==> src/hw/rtl/fcw_pkg.sv <==
// ----------------------------------------------------------------------------
// Front coding word encoder package
// Shared constants, configuration register indexes and result types.
// ----------------------------------------------------------------------------
package fcw_pkg;

  // Number of leading bytes of the previous word that are kept for matching.
  localparam int unsigned MAX_PREFIX  = 31;
  localparam int unsigned IDX_W       = $clog2(MAX_PREFIX);
  localparam int unsigned PLEN_W      = $clog2(MAX_PREFIX + 1);

  localparam int unsigned BYTE_W      = 8;
  localparam int unsigned POS_W       = 6;
  localparam logic [POS_W-1:0] POS_MAX = 6'd63;

  localparam int unsigned CNT_W       = 17;
  localparam logic [CNT_W-1:0] CNT_MAX = 17'd131071;

  localparam int unsigned CAP_W       = 5;
  localparam int unsigned LIMIT_W     = 16;
  localparam int unsigned CFG_DATA_W  = 16;
  localparam logic [CAP_W-1:0]   CAP_RESET   = 5'd31;
  localparam logic [LIMIT_W-1:0] LIMIT_RESET = 16'd65000;

  // At most a control byte, one text byte and a terminator per transaction.
  localparam int unsigned RES_MAX     = 3;
  localparam int unsigned NUM_W       = 2;
  localparam int unsigned QUEUE_DEPTH = 4;
  localparam int unsigned QPTR_W      = $clog2(QUEUE_DEPTH);
  localparam int unsigned QCNT_W      = $clog2(QUEUE_DEPTH + 1);

  localparam logic KIND_CONTROL = 1'b0;
  localparam logic KIND_TEXT    = 1'b1;

  typedef enum logic [0:0] {
    CFG_PREFIX_CAP  = 1'b0,
    CFG_BLOCK_LIMIT = 1'b1
  } cfg_idx_e;

  typedef struct packed {
    logic              kind;
    logic [BYTE_W-1:0] data_byte;
    logic              new_block;
    logic              last;
  } fcw_result_t;

  // Results of one transaction, packed from index 0, num of them valid.
  typedef struct packed {
    logic [NUM_W-1:0]                num;
    fcw_result_t [RES_MAX-1:0]       res;
  } fcw_push_t;

endpackage

==> src/hw/rtl/fcw_in_if.sv <==
// ----------------------------------------------------------------------------
// Front coding word encoder input channel
// One byte of a word per transaction, with end-of-word and empty-word flags.
// ----------------------------------------------------------------------------
interface fcw_in_if;
  logic                       valid;
  logic                       ready;
  logic [fcw_pkg::BYTE_W-1:0] value;
  logic                       last_of_word;
  logic                       empty_word;

  modport source (output valid, value, last_of_word, empty_word, input ready);
  modport sink   (input valid, value, last_of_word, empty_word, output ready);
endinterface

==> src/hw/rtl/fcw_out_if.sv <==
// ----------------------------------------------------------------------------
// Front coding word encoder output channel
// One control or text byte per transaction.
// ----------------------------------------------------------------------------
interface fcw_out_if;
  logic                       valid;
  logic                       ready;
  logic                       kind;
  logic [fcw_pkg::BYTE_W-1:0] data_byte;
  logic                       new_block;
  logic                       last;

  modport source (output valid, kind, data_byte, new_block, last, input ready);
  modport sink   (input valid, kind, data_byte, new_block, last, output ready);
endinterface

==> src/hw/rtl/front_coding_word_encoder.sv <==
// ----------------------------------------------------------------------------
// Front coding word encoder
// Encodes a sorted word list, one byte per transaction, into control bytes
// carrying the shared prefix length, suffix text and zero terminators.
// ----------------------------------------------------------------------------
// A byte enters an input register and is encoded there against the stored
// first bytes of the previous word; its results (none to three) go into a
// four-entry result queue that drains one result per cycle while the
// receiver is ready. The input side takes one byte per cycle as long as
// the queue has room for the results of the byte in the input register,
// so throughput is one byte per cycle for bytes that give at most one
// result while the receiver is ready. A byte passes the input register
// and the result queue before its results appear. Configuration must be
// written only while no transaction is in flight, unchecked by the block.
module front_coding_word_encoder (
  input  logic                           clk_i,
  input  logic                           rst_ni,
  input  logic                           cfg_we_i,
  input  fcw_pkg::cfg_idx_e              cfg_idx_i,
  input  logic [fcw_pkg::CFG_DATA_W-1:0] cfg_wdata_i,
  fcw_in_if.sink                         in_i,
  fcw_out_if.source                      out_o
);

  logic                       inq_valid_q;
  logic [fcw_pkg::BYTE_W-1:0] inq_value_q;
  logic                       inq_last_q;
  logic                       inq_empty_q;
  logic                       take;
  logic [fcw_pkg::QCNT_W-1:0] free;
  fcw_pkg::fcw_push_t         push;
  fcw_pkg::fcw_result_t       res;

  assign take       = inq_valid_q && (fcw_pkg::QCNT_W'(push.num) <= free);
  assign in_i.ready = !inq_valid_q || take;

  always_ff @(posedge clk_i or negedge rst_ni) begin
    if (!rst_ni) begin
      inq_valid_q <= 1'b0;
    end else if (in_i.ready) begin
      inq_valid_q <= in_i.valid;
    end
  end

  always_ff @(posedge clk_i) begin
    if (in_i.valid && in_i.ready) begin
      inq_value_q <= in_i.value;
      inq_last_q  <= in_i.last_of_word;
      inq_empty_q <= in_i.empty_word;
    end
  end

  fcw_core u_core (
    .clk_i          (clk_i),
    .rst_ni         (rst_ni),
    .cfg_we_i       (cfg_we_i),
    .cfg_idx_i      (cfg_idx_i),
    .cfg_wdata_i    (cfg_wdata_i),
    .value_i        (inq_value_q),
    .last_of_word_i (inq_last_q),
    .empty_word_i   (inq_empty_q),
    .take_i         (take),
    .push_o         (push)
  );

  fcw_res_queue u_queue (
    .clk_i     (clk_i),
    .rst_ni    (rst_ni),
    .push_en_i (take),
    .push_i    (push),
    .free_o    (free),
    .valid_o   (out_o.valid),
    .ready_i   (out_o.ready),
    .res_o     (res)
  );

  assign out_o.kind      = res.kind;
  assign out_o.data_byte = res.data_byte;
  assign out_o.new_block = res.new_block;
  assign out_o.last      = res.last;

endmodule

==> src/hw/rtl/fcw_core.sv <==
// ----------------------------------------------------------------------------
// Front coding word encoder core
// Holds the word and block state and turns one registered input byte
// combinationally into up to three results.
// ----------------------------------------------------------------------------
module fcw_core (
  input  logic                          clk_i,
  input  logic                          rst_ni,
  input  logic                          cfg_we_i,
  input  fcw_pkg::cfg_idx_e             cfg_idx_i,
  input  logic [fcw_pkg::CFG_DATA_W-1:0] cfg_wdata_i,
  input  logic [fcw_pkg::BYTE_W-1:0]    value_i,
  input  logic                          last_of_word_i,
  input  logic                          empty_word_i,
  input  logic                          take_i,
  output fcw_pkg::fcw_push_t            push_o
);

  logic [fcw_pkg::CAP_W-1:0]   prefix_cap_q;
  logic [fcw_pkg::LIMIT_W-1:0] limit_q;

  logic [fcw_pkg::BYTE_W-1:0] prev_q [fcw_pkg::MAX_PREFIX];
  logic [fcw_pkg::PLEN_W-1:0] prevlen_q, prevlen_d;
  logic [fcw_pkg::POS_W-1:0]  pos_q, pos_d;
  logic                       still_q, still_d;
  logic [fcw_pkg::CNT_W-1:0]  count_q, count_d;
  logic                       open_q;
  logic                       wob_q, wob_d;

  logic                       start, ends, in_range;
  logic                       match_in, match_hit, matching_after;
  logic                       ctrl_a, text_b, ctrl_c;
  logic [fcw_pkg::PLEN_W-1:0] prevlen_eff;
  logic [fcw_pkg::CAP_W-1:0]  cap_eff;
  logic [fcw_pkg::CNT_W-1:0]  cnt_base;
  logic [fcw_pkg::CNT_W:0]    cnt_sum;
  logic [1:0]                 ntext;
  logic [fcw_pkg::POS_W-1:0]  pos_after;
  logic [fcw_pkg::IDX_W-1:0]  rd_idx;
  fcw_pkg::fcw_push_t         push;

  always_comb begin
    start    = (pos_q == '0);
    ends     = empty_word_i | last_of_word_i;
    in_range = (pos_q < fcw_pkg::POS_W'(fcw_pkg::MAX_PREFIX));
    rd_idx   = in_range ? fcw_pkg::IDX_W'(pos_q) : '0;
    cap_eff  = (prefix_cap_q < fcw_pkg::CAP_W'(fcw_pkg::MAX_PREFIX)) ?
               prefix_cap_q : fcw_pkg::CAP_W'(fcw_pkg::MAX_PREFIX);

    // A word opens a block when none is open or the block text has run full.
    match_in = start ? 1'b1 : still_q;
    wob_d    = start ? (!open_q || (count_q >= fcw_pkg::CNT_W'(limit_q))) : wob_q;
    prevlen_eff = (start && wob_d) ? '0 : prevlen_q;
    cnt_base    = (start && wob_d) ? '0 : count_q;

    match_hit = in_range &&
                (pos_q < fcw_pkg::POS_W'(prevlen_eff)) &&
                (pos_q < fcw_pkg::POS_W'(cap_eff)) &&
                (prev_q[rd_idx] == value_i);

    ctrl_a         = !empty_word_i && match_in && !match_hit;
    matching_after = empty_word_i ? match_in : (match_in && match_hit);
    text_b         = !empty_word_i && !matching_after;
    ctrl_c         = ends && matching_after;

    if (empty_word_i || pos_q == fcw_pkg::POS_MAX) begin
      pos_after = pos_q;
    end else begin
      pos_after = pos_q + fcw_pkg::POS_W'(1);
    end

    ntext   = {1'b0, text_b} + {1'b0, ends};
    cnt_sum = {1'b0, cnt_base} + (fcw_pkg::CNT_W + 1)'(ntext);
    count_d = (cnt_sum > {1'b0, fcw_pkg::CNT_MAX}) ? fcw_pkg::CNT_MAX :
              cnt_sum[fcw_pkg::CNT_W-1:0];

    if (ends) begin
      pos_d     = '0;
      still_d   = 1'b1;
      prevlen_d = (pos_after < fcw_pkg::POS_W'(fcw_pkg::MAX_PREFIX)) ?
                  fcw_pkg::PLEN_W'(pos_after) : fcw_pkg::PLEN_W'(fcw_pkg::MAX_PREFIX);
    end else begin
      pos_d     = pos_after;
      still_d   = matching_after;
      prevlen_d = prevlen_eff;
    end
  end

  // Pack the results of this transaction in order and mark the final one.
  always_comb begin
    push = '0;
    if (ctrl_a) begin
      push.res[push.num] = '{kind: fcw_pkg::KIND_CONTROL,
                             data_byte: fcw_pkg::BYTE_W'(pos_q),
                             new_block: wob_d, last: 1'b0};
      push.num = push.num + fcw_pkg::NUM_W'(1);
    end
    if (text_b) begin
      push.res[push.num] = '{kind: fcw_pkg::KIND_TEXT, data_byte: value_i,
                             new_block: wob_d, last: 1'b0};
      push.num = push.num + fcw_pkg::NUM_W'(1);
    end
    if (ctrl_c) begin
      push.res[push.num] = '{kind: fcw_pkg::KIND_CONTROL,
                             data_byte: fcw_pkg::BYTE_W'(pos_after),
                             new_block: wob_d, last: 1'b0};
      push.num = push.num + fcw_pkg::NUM_W'(1);
    end
    if (ends) begin
      push.res[push.num] = '{kind: fcw_pkg::KIND_TEXT, data_byte: '0,
                             new_block: wob_d, last: 1'b0};
      push.num = push.num + fcw_pkg::NUM_W'(1);
    end
    for (int i = 0; i < fcw_pkg::RES_MAX; i++) begin
      push.res[i].last = (fcw_pkg::NUM_W'(i) == push.num - fcw_pkg::NUM_W'(1));
    end
  end

  assign push_o = push;

  always_ff @(posedge clk_i or negedge rst_ni) begin
    if (!rst_ni) begin
      prefix_cap_q <= fcw_pkg::CAP_RESET;
      limit_q      <= fcw_pkg::LIMIT_RESET;
    end else if (cfg_we_i) begin
      case (cfg_idx_i)
        fcw_pkg::CFG_PREFIX_CAP:  prefix_cap_q <= cfg_wdata_i[fcw_pkg::CAP_W-1:0];
        fcw_pkg::CFG_BLOCK_LIMIT: limit_q      <= cfg_wdata_i[fcw_pkg::LIMIT_W-1:0];
        default: ;
      endcase
    end
  end

  always_ff @(posedge clk_i or negedge rst_ni) begin
    if (!rst_ni) begin
      prevlen_q <= '0;
      pos_q     <= '0;
      still_q   <= 1'b1;
      count_q   <= '0;
      open_q    <= 1'b0;
      wob_q     <= 1'b0;
    end else if (take_i) begin
      prevlen_q <= prevlen_d;
      pos_q     <= pos_d;
      still_q   <= still_d;
      count_q   <= count_d;
      open_q    <= open_q | start;
      wob_q     <= wob_d;
    end
  end

  // Entries are only read below the stored length, so they need no reset.
  always_ff @(posedge clk_i) begin
    if (take_i && !empty_word_i && in_range) begin
      prev_q[rd_idx] <= value_i;
    end
  end

endmodule

==> src/hw/rtl/fcw_res_queue.sv <==
// ----------------------------------------------------------------------------
// Front coding word encoder result queue
// Small circular buffer that takes up to three results per cycle and hands
// out one per cycle while the receiver is ready.
// ----------------------------------------------------------------------------
module fcw_res_queue (
  input  logic                       clk_i,
  input  logic                       rst_ni,
  input  logic                       push_en_i,
  input  fcw_pkg::fcw_push_t         push_i,
  output logic [fcw_pkg::QCNT_W-1:0] free_o,
  output logic                       valid_o,
  input  logic                       ready_i,
  output fcw_pkg::fcw_result_t       res_o
);

  fcw_pkg::fcw_result_t              mem_q [fcw_pkg::QUEUE_DEPTH];
  logic [fcw_pkg::QPTR_W-1:0]        wr_ptr_q, wr_ptr_d, rd_ptr_q, rd_ptr_d;
  logic [fcw_pkg::QCNT_W-1:0]        count_q, count_d, push_cnt;
  logic                              pop;

  always_comb begin
    pop      = valid_o && ready_i;
    push_cnt = push_en_i ? fcw_pkg::QCNT_W'(push_i.num) : '0;
    wr_ptr_d = wr_ptr_q + fcw_pkg::QPTR_W'(push_cnt);
    rd_ptr_d = pop ? rd_ptr_q + fcw_pkg::QPTR_W'(1) : rd_ptr_q;
    count_d  = count_q + push_cnt - (pop ? fcw_pkg::QCNT_W'(1) : '0);
  end

  assign free_o  = fcw_pkg::QCNT_W'(fcw_pkg::QUEUE_DEPTH) - count_q;
  assign valid_o = (count_q != '0);
  assign res_o   = mem_q[rd_ptr_q];

  always_ff @(posedge clk_i or negedge rst_ni) begin
    if (!rst_ni) begin
      wr_ptr_q <= '0;
      rd_ptr_q <= '0;
      count_q  <= '0;
    end else begin
      wr_ptr_q <= wr_ptr_d;
      rd_ptr_q <= rd_ptr_d;
      count_q  <= count_d;
    end
  end

  always_ff @(posedge clk_i) begin
    for (int i = 0; i < fcw_pkg::RES_MAX; i++) begin
      if (push_en_i && (fcw_pkg::NUM_W'(i) < push_i.num)) begin
        mem_q[wr_ptr_q + fcw_pkg::QPTR_W'(i)] <= push_i.res[i];
      end
    end
  end

endmodule

==> src/flat_wrapper.sv <==
// flat-port wrapper written by rule: the top's interface ports become plain ports
module front_coding_word_encoder_flat 
  (clk_i, rst_ni, cfg_we_i, cfg_idx_i, cfg_wdata_i, in_i_valid, in_i_value, in_i_last_of_word, in_i_empty_word, in_i_ready, out_o_valid, out_o_kind, out_o_data_byte, out_o_new_block, out_o_last, out_o_ready);
  fcw_in_if in_i_i ();
  fcw_out_if out_o_i ();
  input  logic clk_i;
  input  logic rst_ni;
  input  logic cfg_we_i;
  input  fcw_pkg::cfg_idx_e cfg_idx_i;
  input  logic [fcw_pkg::CFG_DATA_W-1:0] cfg_wdata_i;
  input wire logic [$bits(in_i_i.valid)-1:0] in_i_valid;
  input wire logic [$bits(in_i_i.value)-1:0] in_i_value;
  input wire logic [$bits(in_i_i.last_of_word)-1:0] in_i_last_of_word;
  input wire logic [$bits(in_i_i.empty_word)-1:0] in_i_empty_word;
  output wire logic [$bits(in_i_i.ready)-1:0] in_i_ready;
  output wire logic [$bits(out_o_i.valid)-1:0] out_o_valid;
  output wire logic [$bits(out_o_i.kind)-1:0] out_o_kind;
  output wire logic [$bits(out_o_i.data_byte)-1:0] out_o_data_byte;
  output wire logic [$bits(out_o_i.new_block)-1:0] out_o_new_block;
  output wire logic [$bits(out_o_i.last)-1:0] out_o_last;
  input wire logic [$bits(out_o_i.ready)-1:0] out_o_ready;
  assign in_i_i.valid = in_i_valid;
  assign in_i_i.value = in_i_value;
  assign in_i_i.last_of_word = in_i_last_of_word;
  assign in_i_i.empty_word = in_i_empty_word;
  assign in_i_ready = in_i_i.ready;
  assign out_o_valid = out_o_i.valid;
  assign out_o_kind = out_o_i.kind;
  assign out_o_data_byte = out_o_i.data_byte;
  assign out_o_new_block = out_o_i.new_block;
  assign out_o_last = out_o_i.last;
  assign out_o_i.ready = out_o_ready;
  front_coding_word_encoder u_core (.clk_i(clk_i), .rst_ni(rst_ni), .cfg_we_i(cfg_we_i), .cfg_idx_i(cfg_idx_i), .cfg_wdata_i(cfg_wdata_i), .in_i(in_i_i), .out_o(out_o_i));
endmodule
==> config.mk <==
export PLATFORM = sky130hd
export DESIGN_NAME = front_coding_word_encoder_flat
export DESIGN_NICKNAME = d
export VERILOG_FILES = /design/src/hw/rtl/fcw_pkg.sv /design/src/hw/rtl/fcw_in_if.sv /design/src/hw/rtl/fcw_out_if.sv /design/src/hw/rtl/front_coding_word_encoder.sv /design/src/hw/rtl/fcw_core.sv /design/src/hw/rtl/fcw_res_queue.sv /design/src/flat_wrapper.sv
export SDC_FILE = /design/constraint.sdc
export NUM_CORES = 1
export LEC_CHECK = 0
export BUFFER_PORTS_ARGS = -buffer_cell sky130_fd_sc_hd__buf_2
export CAP_MARGIN = 20
export CORE_UTILIZATION = 32
export DETAILED_ROUTE_END_ITERATION = 6
export PLACE_DENSITY_LB_ADDON = 0.1
export SYNTH_ARGS = -nofsm -noshare
export SYNTH_HDL_FRONTEND = slang
export SYNTH_SLANG_ARGS = --single-unit
==> constraint.sdc <==
create_clock -name clk_i -period 18.55 [get_ports clk_i]
set_clock_uncertainty 0.2 [all_clocks]
set_input_delay 2.7825 -clock clk_i [delete_from_list [all_inputs] [get_ports clk_i]]
set_output_delay 2.7825 -clock clk_i [all_outputs]
set_load 0.03 [all_outputs]
==> metrics.csv, run 1 <==
metric;value;unit
status;finished, final reports clean;
fin crit share;50.6;%
fin nets;1373;
P_int;1760;µW
Post-Route WL;52.1;mm
worst reg-to-reg setup slack;10.52;ns
Die Width;230;µm
Final Util;36.7;%
minimum clock period;9.39;ns
CTS Hold Buffers Added;0;
num rows;83;
Area Growth Syn to Fin;13.1;%
post-CTS setup buffers;0;
Psw;990;µW
Yosys top cell area share;54.5;%
Crit path required time;15.57;ns
clock share of power;27.9;%
H-tree depth;2;
Min-Delay Path Class;flop to flop;
max frequency;106;MHz
clock tree root buffer cell;clkbuf_16;
vias in the first global route;11100;
Reg2Reg Launch Point;u_core.u_core.pos_q[0];
total congestion overflow;0;
RSZ-0062 raised after global routing;no;
delay-heaviest family, CP;simple AND/OR/NAND/NOR gates;
CTS Sinks;362;
initial antenna violation count;0;
register area share after synthesis;63.6;%
CTS tree;done;
YS warnings;0;
routed len/inst;25.9;µm
CTS Buf Count;42;
Pwr Density;146;nW/µm²
FF-to-FF path depth;23;
Yosys cell types;86;
CTS clk-pin slew, worst paths;0.06;ns
crit-path cells;ha_1 > a41o_1 > buf_4 > nor2_4 > o221ai_1 > a2111oi_0 > nand4_1 > xnor2_1 > nor4_2 > nand4_1 > buf_4 > nand3_1 > inv_1 > nor2_1 > ha_1 > a21oi_1 > nand2_1 > inv_1 > nand2_1 > buf_2;
Die Height;230;µm
hold path depth;1;
Antenna Cells;0;
Post-Syn Area per Cell;13.2;µm²
Via-to-Cell Ratio;5.54;
crit path DAT;6.41;ns
kind of critical path;flop to primary output;
Crit Reg-Reg Endpoint;u_core.u_core.prev_q[5][0];
Max IR drop VDD;0.0720;mV
register bit total from synthesis;362;
largest net degree at the start of global routing;61;
Starting Density;32.4;%
Worst Hold Endpoint;u_core.u_core.limit_q[2];
Most used DFF post-synth;edfxtp_1;
sequential power share;41.2;%
Worst setup SP type;flop;
Port Buffers;44;
Yosys top cell by area;edfxtp_1;
setup TNS;0;ns
Core Region;51300;µm²
critical path's largest stage delay;0.73;ns
setup violators final;0;
Iter 0 DRT Violations;878;
layout cells sized above 1;16.3;%
Logic pwr share;30.8;%
final count of hold timing violations;0;
Slew headroom;25.4;%
total number of vias;11200;
worst-margin pin slew;1.10;ns
post-cts sizing count;0;
Post-synth EDFFs;302;
mapped cell area;16600;µm²
max cap viols;0;
critical path's slowest cell;a2111oi_0;
commonest non-fill, non-tap cell in the layout;edfxtp_1;
GRT Total Usage;19.9;%
Worst Setup End Kind;primary output;
switching share of power;35.9;%
first-pass GRT wire length;77.0;mm
critical path peak fanout;29;
Crit path buffers/inverters;5;
Skew-Pair Late Insertion Delay;0.57;ns
leakage;0.00647;µW
Area contributors post-synth;edfxtp_1, dfrtp_1, dfstp_2;
DR pass1 iterations;5;
io pins;45;
asr flop ratio synth;16.6;%
max-slew violations;0;
GP Congestion;0.917;
CTS Buffer Depth;3;
total die area;52900;µm²
Mapped Nets;1326;
DRC;0;
most frequent cells in the layout;edfxtp_1, nor2_1, nand2_1;
Synth Instances;1257;
min-delay src;u_core.u_core.limit_q[2];
Detail Route Antenna Nets;0;
Post-DP HPWL;34.0;mm
==> final cells by class <==
class                           instances  area [µm²]
Clock buffer                           57        1110
Clock inverter                         17         128
Fill cell                            4973       32500
Inverter                               51         191
Multi-Input combinational cell        776        5530
Sequential cell                       362       10600
Tap cell                              680         851
Timing Repair Buffer                   71         423
==> synthesized netlist by cell type, types with 5 or more instances <==
| cell | number |
|---|---|
| xor2_1 | 5 |
| o2bb2ai_1 | 8 |
| mux2i_1 | 35 |
| nand3_1 | 26 |
| a221oi_1 | 5 |
| o21a_1 | 7 |
| o211ai_1 | 8 |
| a211o_1 | 7 |
| and2_1 | 6 |
| dfstp_2 | 17 |
| o31ai_1 | 6 |
| nand2_1 | 78 |
| nor3_1 | 26 |
| o22ai_1 | 35 |
| nor2b_1 | 12 |
| a21oi_1 | 46 |
| o221ai_1 | 12 |
| mux2_2 | 39 |
| inv_1 | 49 |
| a211oi_1 | 12 |
| o21ai_0 | 45 |
| mux4_2 | 11 |
| a31oi_1 | 12 |
| nor4_1 | 12 |
| nand4_1 | 11 |
| or3_1 | 8 |
| a21o_1 | 9 |
| nand2b_1 | 14 |
| buf_2 | 29 |
| a22o_1 | 9 |
| clkbuf_1 | 26 |
| nor2_1 | 101 |
| xnor2_1 | 13 |
| a2bb2oi_1 | 10 |
| ha_1 | 35 |
| edfxtp_1 | 302 |
| a32oi_1 | 7 |
| dfrtp_1 | 43 |
| buf_1 | 7 |
| and3_1 | 5 |
| o32ai_1 | 16 |
==> state kept, by name (all words and copies together) (netlist names) <==
name and flops:
u_core.u_core.prev_q 248, u_core.u_queue.mem_q 44, u_core.u_core.count_q 17, u_core.u_core.limit_q 16
u_core.inq_value_q 8, u_core.u_core.pos_q 6, u_core.u_core.prefix_cap_q 5, u_core.u_core.prevlen_q 5
u_core.u_queue.count_q 3, u_core.u_queue.rd_ptr_q 2, u_core.u_queue.wr_ptr_q 2, u_core.inq_empty_q 1
u_core.inq_last_q 1, u_core.inq_valid_q 1, u_core.u_core.open_q 1, u_core.u_core.still_q 1
u_core.u_core.wob_q 1
==> metrics by stage <==
stage	instances	power (µW)	setup WS, ns	hold WS [ns]	cell area [µm²]
floorplan	1257	1700	10.67	0.240	16600
global placement	1940	2010	9.77	0.291	17600
detailed placement	1940	2010	9.68	0.289	17600
CTS	2014	2790	9.06	0.308	18800
global route	2014	2890	8.70	0.319	18800
finish	2014	2750	9.16	0.305	18800
==> logic make-up (layout without fill, tap and decap cells) <==
kind of cell	Yosys count	after routing	share of synthesized area, %
AOI/OAI and AO/OA	306	306	13.4
xor gates and xnor gates	18	18	0.947
adders and majority gates	37	37	2.87
buffers and inverters	119	196	3.10
DFF	362	362	63.6
muxes	85	85	6.23
and+or+nand+nor	330	330	9.82
==> how the worst max path moves through the flow <==
stage / start / to / cells after the start
finish: u_core.u_core.pos_q[0] / in_i_ready / 20
global route: u_core.u_core.pos_q[1] / in_i_ready / 23
CTS: u_core.u_core.pos_q[0] / in_i_ready / 20
detailed placement: u_core.u_core.pos_q[0] / in_i_ready / 20
global placement: u_core.u_core.pos_q[0] / in_i_ready / 22
floorplan: u_core.u_core.limit_q[10] / in_i_ready / 25
==> power groups by stage <==
stage	sequential (µW)	combinational, µW	clock, µW
6_report	1140	849	769
5_1_grt	1150	923	818
4_1_cts	1140	859	790
3_5_place_dp	1160	856	0
3_3_place_gp	1150	859	0
2_1_floorplan	1130	571	0
==> worst register-to-register path, delay by kind of cell, from the launching register on <==
kind	cells	cell delay [ns]
AO/OA/AOI/OAI	5	1.62
flip-flops	1	0.62
buffers and inverters	4	0.69
adder cells (fa/ha/maj)	2	0.67
AND/OR/NAND/NOR	11	3.67
XOR/XNOR	1	0.19
==> layer usage <==
layer / up-vias / global-route usage, % / routed length [µm]
met5: - / 0 / 0
met4: 0 / 7.60 / 1710
met3: 93 / 3.50 / 3130
met2: 393 / 32.4 / 24800
met1: 5672 / 26.3 / 22500
li1: 4993 / - / -
Note: power is estimated with default switching activity, not from simulation.
==> run 2, diff against run 1 <==
Clock period 18.55 ns to 8.28 ns, I/O delays scaled along.
==> run 2 against run 1 <==
Core utilization increased by 0.82 points. Via count up 1.7%. Sequential cell count unchanged. Final cell count increased by 1.8%. Hold slack barely moved. First-iteration DRC count is 9.1% higher. Sequential share of layout area shrank 1.2 points. Design area increased by 2.2%. Die area is the same. Global-route usage rose by 0.092 points. Wire length rose by 0.61%. Setup slack got worse by 8.2 ns. Critical path type unchanged. Critical endpoint unchanged. Largest cell class unchanged.
==> metrics.csv, run 2 (same netlist as run 1, synthesis figures left out) <==
metric;value;unit
final count of hold timing violations;0;
Antenna Cells;0;
minimum clock period;7.36;ns
max cap viols;0;
Iter 0 DRT Violations;958;
max frequency;136;MHz
DR pass1 iterations;5;
first-pass GRT wire length;77.8;mm
status;finished, final reports clean;
biggest regs;u_core.u_core.prev_q (248), u_core.u_queue.mem_q (44), u_core.u_core.count_q (17);
Via-to-Cell Ratio;5.53;
Worst setup SP type;flop;
max FFs per register;248;
Worst Setup End Kind;primary output;
GP Congestion;0.874;
crit path DAT;5.91;ns
leakage;0.00674;µW
Die Height;230;µm
layout cells sized above 1;19.0;%
fin crit share;88.8;%
most frequent cells in the layout;edfxtp_1, nor2_1, nand2_1;
final cell count without fillers;2050;
setup TNS;0;ns
total die area;52900;µm²
post-CTS setup buffers;0;
Die Width;230;µm
clock tree root buffer cell;clkbuf_16;
filler instances;4973;
H-tree depth;2;
Max IR drop VDD;0.162;mV
total congestion overflow;0;
RSZ-0062 raised after global routing;no;
largest net degree at the start of global routing;70;
Pwr Density;331;nW/µm²
max-slew violations;0;
DRC;0;
register area;10600;µm²
Largest Register;u_core.u_core.prev_q;
Cell Count Post-Placement;1978;
Area Growth Syn to Fin;15.7;%
post-cts sizing count;0;
io pins;45;
Post-DP HPWL;34.2;mm
Detail Route Antenna Nets;0;
CTS Sinks;362;
Final Util;37.5;%
setup violators final;0;
Port Buffers;44;
worst-margin pin slew;0.961;ns
critical path peak fanout;69;
GRT Total Usage;20.0;%
routed len/inst;25.6;µm
area taken by multi-input logic gates;5540;µm²
Skew-Pair Late Insertion Delay;0.58;ns
vias in the first global route;11400;
CTS clk-pin slew, worst paths;0.06;ns
CTS tree;done;
commonest non-fill, non-tap cell in the layout;edfxtp_1;
Core Region;51300;µm²
Post-Route WL;52.4;mm
CTS Hold Buffers Added;0;
total number of vias;11300;
kind of critical path;flop to primary output;
CTS Buffer Depth;3;
CTS Buf Count;41;
num rows;83;
fin nets;1410;
Min-Delay Path Class;flop to flop;
Starting Density;32.4;%
initial antenna violation count;0;
Crit path required time;6.84;ns
Slew headroom;35.9;%
## run 2: cell types whose count changed in the layout (fill, tap and decap cells not counted), moves of 2 or more
cell and change:
buf_4 +37, clkbuf_1 -7, bufinv_16 +4, clkbuf_8 +3
clkinv_1 +2, inv_6 -2
## run 2: path summary, 6_finish.rpt
kind,startpoint,end,slack (ns),cells after the start
hold / removal,u_core.u_core.limit_q[4],u_core.u_core.limit_q[4],0.30,1
min in group asynchronous,rst_ni,u_core.u_core.limit_q[9],0.67,2
max in group asynchronous,rst_ni,u_core.u_core.pos_q[0],6.64,2
setup reg to reg,u_core.u_core.pos_q[0],u_core.u_queue.count_q[2],1.06,27
hold reg to reg,u_core.u_core.limit_q[4],u_core.u_core.limit_q[4],0.30,1
setup / recovery,u_core.u_core.pos_q[0],in_i_ready,0.92,22
## run 2: metrics by stage
| step | total power [µW] | setup WS, ns | area, µm² | hold WS, ns |
|---|---|---|---|---|
| finish | 6380 | 0.924 | 19200 | 0.305 |
| detailed placement | 4570 | 1.06 | 17900 | 0.292 |
| floorplan | 3820 | 1.71 | 16600 | 0.240 |
| global route | 6680 | 0.397 | 19200 | 0.312 |
| global placement | 4550 | 1.18 | 17900 | 0.285 |
| CTS | 6450 | 0.876 | 19200 | 0.307 |
## run 2: report_power, final
group | leakage (µW) | total, µW | switching, µW | internal (µW)
sequential | 0.00347 | 2540 | 156 | 2380
combinational | 0.00260 | 1980 | 1350 | 626
clock | 0.000664 | 1860 | 737 | 1130
## run 2: cell type report
type / count / area share, %
well taps: 680 / 4.42
repair buffers: 109 / 3.74
flip-flops and latches: 362 / 55.0
inverters: 51 / 0.994
clock inverters: 18 / 1.09
multi-input cells: 776 / 28.8
clock buffers: 54 / 5.96
## run 2: critical path: stages (launching register included)
cell,delay (ns)
dfrtp_2,0.39
buf_12,0.36
clkinv_1,0.42
ha_1,0.34
nand2_1,0.37
o21ai_0,0.19
ha_1,0.31
a21oi_1,0.14
nor3b_1,0.06
or4_1,0.44
a211oi_1,0.25
mux2i_1,0.13
nor4_2,0.29
nand4_1,0.25
o21a_1,0.27
nand2b_1,0.16
ha_1,0.31
a21oi_1,0.14
a21oi_1,0.06
nand2_1,0.10
inv_1,0.05
nand2_1,0.09
buf_2,0.20
## run 2: metal layers
metal	up-vias	GRT usage (%)	routed length, µm
met2	439	32.3	24800
met1	5707	26.5	22400
met5	-	0	0
met3	117	3.44	3200
met4	0	7.97	2010
li1	5079	-	-
==> run 3, diff against run 2 <==
Settings changed: ABC_AREA set to 1.
==> run 3 against run 2 <==
Combinational power rose by 11%. Via count up 16%. Sequential power about the same. Final cell count increased by 37%. First-iteration DRC count down 18%. Register-to-register slack worse by 0.24 ns. Synthesized cell count grew 59%. Die area rose by 9.0%. Wire length decreased by 2.6%. Sequential cell count did not move. Critical path type is now flop to flop.
==> metrics.csv, run 3 <==
metric;value;unit
status;finished, final reports clean;
CTS Sinks;362;
total congestion overflow;0;
max frequency;134;MHz
Core Region;55600;µm²
Slew headroom;33.1;%
kind of critical path;flop to flop;
Antenna Cells;0;
final count of hold timing violations;0;
Yosys cell types;43;
Cell Count Post-Placement;2742;
count leader, synth;nand2_1;
CTS tree;done;
num rows;86;
critical path's largest stage delay;0.73;ns
Psw;2470;µW
Post-DP HPWL;33.7;mm
GRT Total Usage;18.2;%
Most used DFF post-synth;edfxtp_1;
Area Growth Syn to Fin;12.6;%
layout cells sized above 1;8.55;%
critical path's slowest cell;nor2_1;
routed len/inst;18.1;µm
max cap viols;0;
Worst Hold Endpoint;u_core.u_core.open_q;
mapped cell area;18200;µm²
Post-synth EDFFs;302;
worst reg-to-reg setup slack;0.82;ns
CTS Buffer Depth;3;
post-CTS setup buffers;0;
Area contributors post-synth;edfxtp_1, nand2_1, inv_1;
Post-Route WL;51.1;mm
Die Width;240;µm
Detail Route Antenna Nets;0;
max FFs per register;248;
Pwr Density;319;nW/µm²
DRC;0;
Skew-Pair Late Insertion Delay;0.57;ns
Post-Syn Area per Cell;9.08;µm²
Synth Instances;2001;
critical path peak fanout;55;
final cell count without fillers;2817;
sequential power share;38.8;%
asr flop ratio synth;16.6;%
Logic pwr share;33.7;%
CP dominant cell by count;nand2_1;
Die Height;240;µm
Crit Reg-Reg Endpoint;u_core.u_core.prev_q[5][6];
total die area;57700;µm²
vias in the first global route;13200;
switching share of power;37.9;%
setup violators final;0;
Crit path required time;8.27;ns
Yosys top cell by area;edfxtp_1;
Largest Register;u_core.u_core.prev_q;
max-slew violations;0;
CTS Buf Count;42;
Mapped Nets;2070;
initial antenna violation count;0;
RSZ-0062 raised after global routing;no;
crit path DAT;7.45;ns
minimum clock period;7.46;ns
biggest regs;u_core.u_core.prev_q (248), u_core.u_queue.mem_q (44), u_core.u_core.count_q (17);
GP Congestion;0.860;
P_int;4050;µW
CTS clk-pin slew, worst paths;0.06;ns
leakage;0.00916;µW
Reg2Reg Launch Point;u_core.u_core.pos_q[0];
Hold WS;0.259;ns
hold path depth;2;
clock share of power;27.5;%
filler instances;5723;
post-cts sizing count;0;
Starting Density;32.6;%
Yosys top cell area share;49.9;%
YS warnings;0;
top cells by count, synth;nand2_1, inv_1, edfxtp_1;
register bit total from synthesis;362;
register area share after synthesis;58.3;%
first-pass GRT wire length;78.8;mm
Via-to-Cell Ratio;4.66;
min-delay src;u_core.u_core.open_q;
Port Buffers;44;
setup TNS;0;ns
most frequent cells in the layout;nand2_1, inv_1, edfxtp_1;
worst-margin pin slew;0.996;ns
DR pass1 iterations;5;
FF-to-FF path depth;28;
commonest non-fill, non-tap cell in the layout;nand2_1;
CTS Hold Buffers Added;0;
fin nets;2107;
largest net degree at the start of global routing;75;
io pins;45;
Worst Setup End Kind;flop;
Max IR drop VDD;0.235;mV
total number of vias;13100;
fin crit share;90.0;%
clock tree root buffer cell;clkbuf_16;
Iter 0 DRT Violations;783;
Min-Delay Path Class;flop to flop;
Worst setup SP type;flop;
H-tree depth;2;
-- run 3: cells by family (layout without fill, tap and decap cells) --
group / count (synthesis) / after routing / share of synthesized area [%]
buffers and inverters: 380 / 448 / 8.47
AOI/OAI and AO/OA: 201 / 201 / 5.81
xor gates and xnor gates: 21 / 21 / 1.01
DFF: 362 / 362 / 58.3
and+or+nand+nor: 1000 / 1000 / 23.8
adders and majority gates: 37 / 37 / 2.63
-- run 3: cell type report --
cell class / count / area (µm²) / area share [%]
timing repair buffer: 64 / 395 / 1.93
clock buffer: 56 / 1170 / 5.75
multi-input combinational: 1259 / 6050 / 29.6
inverter: 309 / 1160 / 5.67
sequential: 362 / 10600 / 51.8
clock inverter: 19 / 140 / 0.685
tap: 748 / 936 / 4.58
-- run 3: worst max path at each step --
| stage | start | to | slack (ns) | cells past startpoint |
|---|---|---|---|---|
| 4_1_cts | u_core.u_core.pos_q[0] | u_core.u_core.prev_q[10][7] | 0.78 | 28 |
| 6_report | u_core.u_core.pos_q[0] | u_core.u_core.prev_q[5][6] | 0.82 | 28 |
| 3_5_place_dp | u_core.u_core.pos_q[0] | u_core.u_core.prev_q[3][4] | 0.81 | 28 |
| 3_3_place_gp | u_core.u_core.pos_q[0] | u_core.u_core.prev_q[3][7] | 0.90 | 28 |
| 5_1_grt | u_core.u_core.pos_q[0] | u_core.u_core.prev_q[10][2] | 0.30 | 28 |
| 2_1_floorplan | u_core.u_core.limit_q[14] | u_core.u_queue.count_q[2] | 1.90 | 38 |
-- run 3: per-stage QoR --
stage                     total power (µW)  setup WS, ns  utilization [%]  area (µm²)
final                                 6520         0.824             36.8       20400
after global routing                  6950         0.296             36.8       20400
after CTS                             6610         0.782             36.8       20400
after detailed placement              4800         0.813             34.4       19100
after global placement                4790         0.902             34.4       19100
after floorplan                       4060          1.90                -       18200
-- run 3: per-layer routing --
| metal | global-route usage [%] | share of wire, % |
|---|---|---|
| met5 | 0 | 0 |
| met4 | 5.89 | 2.7 |
| met3 | 2.41 | 3.5 |
| met2 | 30.4 | 47 |
| met1 | 24.3 | 46 |
-- run 3: worst max-delay path: cells and delay by family, from the launching register on --
| kind | cells | cell delay, ns |
|---|---|---|
| adder cells (fa/ha/maj) | 2 | 0.61 |
| flip-flops | 1 | 0.56 |
| buffers and inverters | 3 | 0.99 |
| AND/OR/NAND/NOR | 22 | 4.54 |
| AO/OA/AOI/OAI | 1 | 0.12 |
-- run 3: power by group through the flow --
stage | clock (µW) | sequential (µW) | combinational, µW
CTS | 1840 | 2540 | 2230
global placement | 0 | 2570 | 2220
detailed placement | 0 | 2570 | 2230
global route | 1900 | 2560 | 2480
floorplan | 0 | 2560 | 1490
finish | 1790 | 2530 | 2190
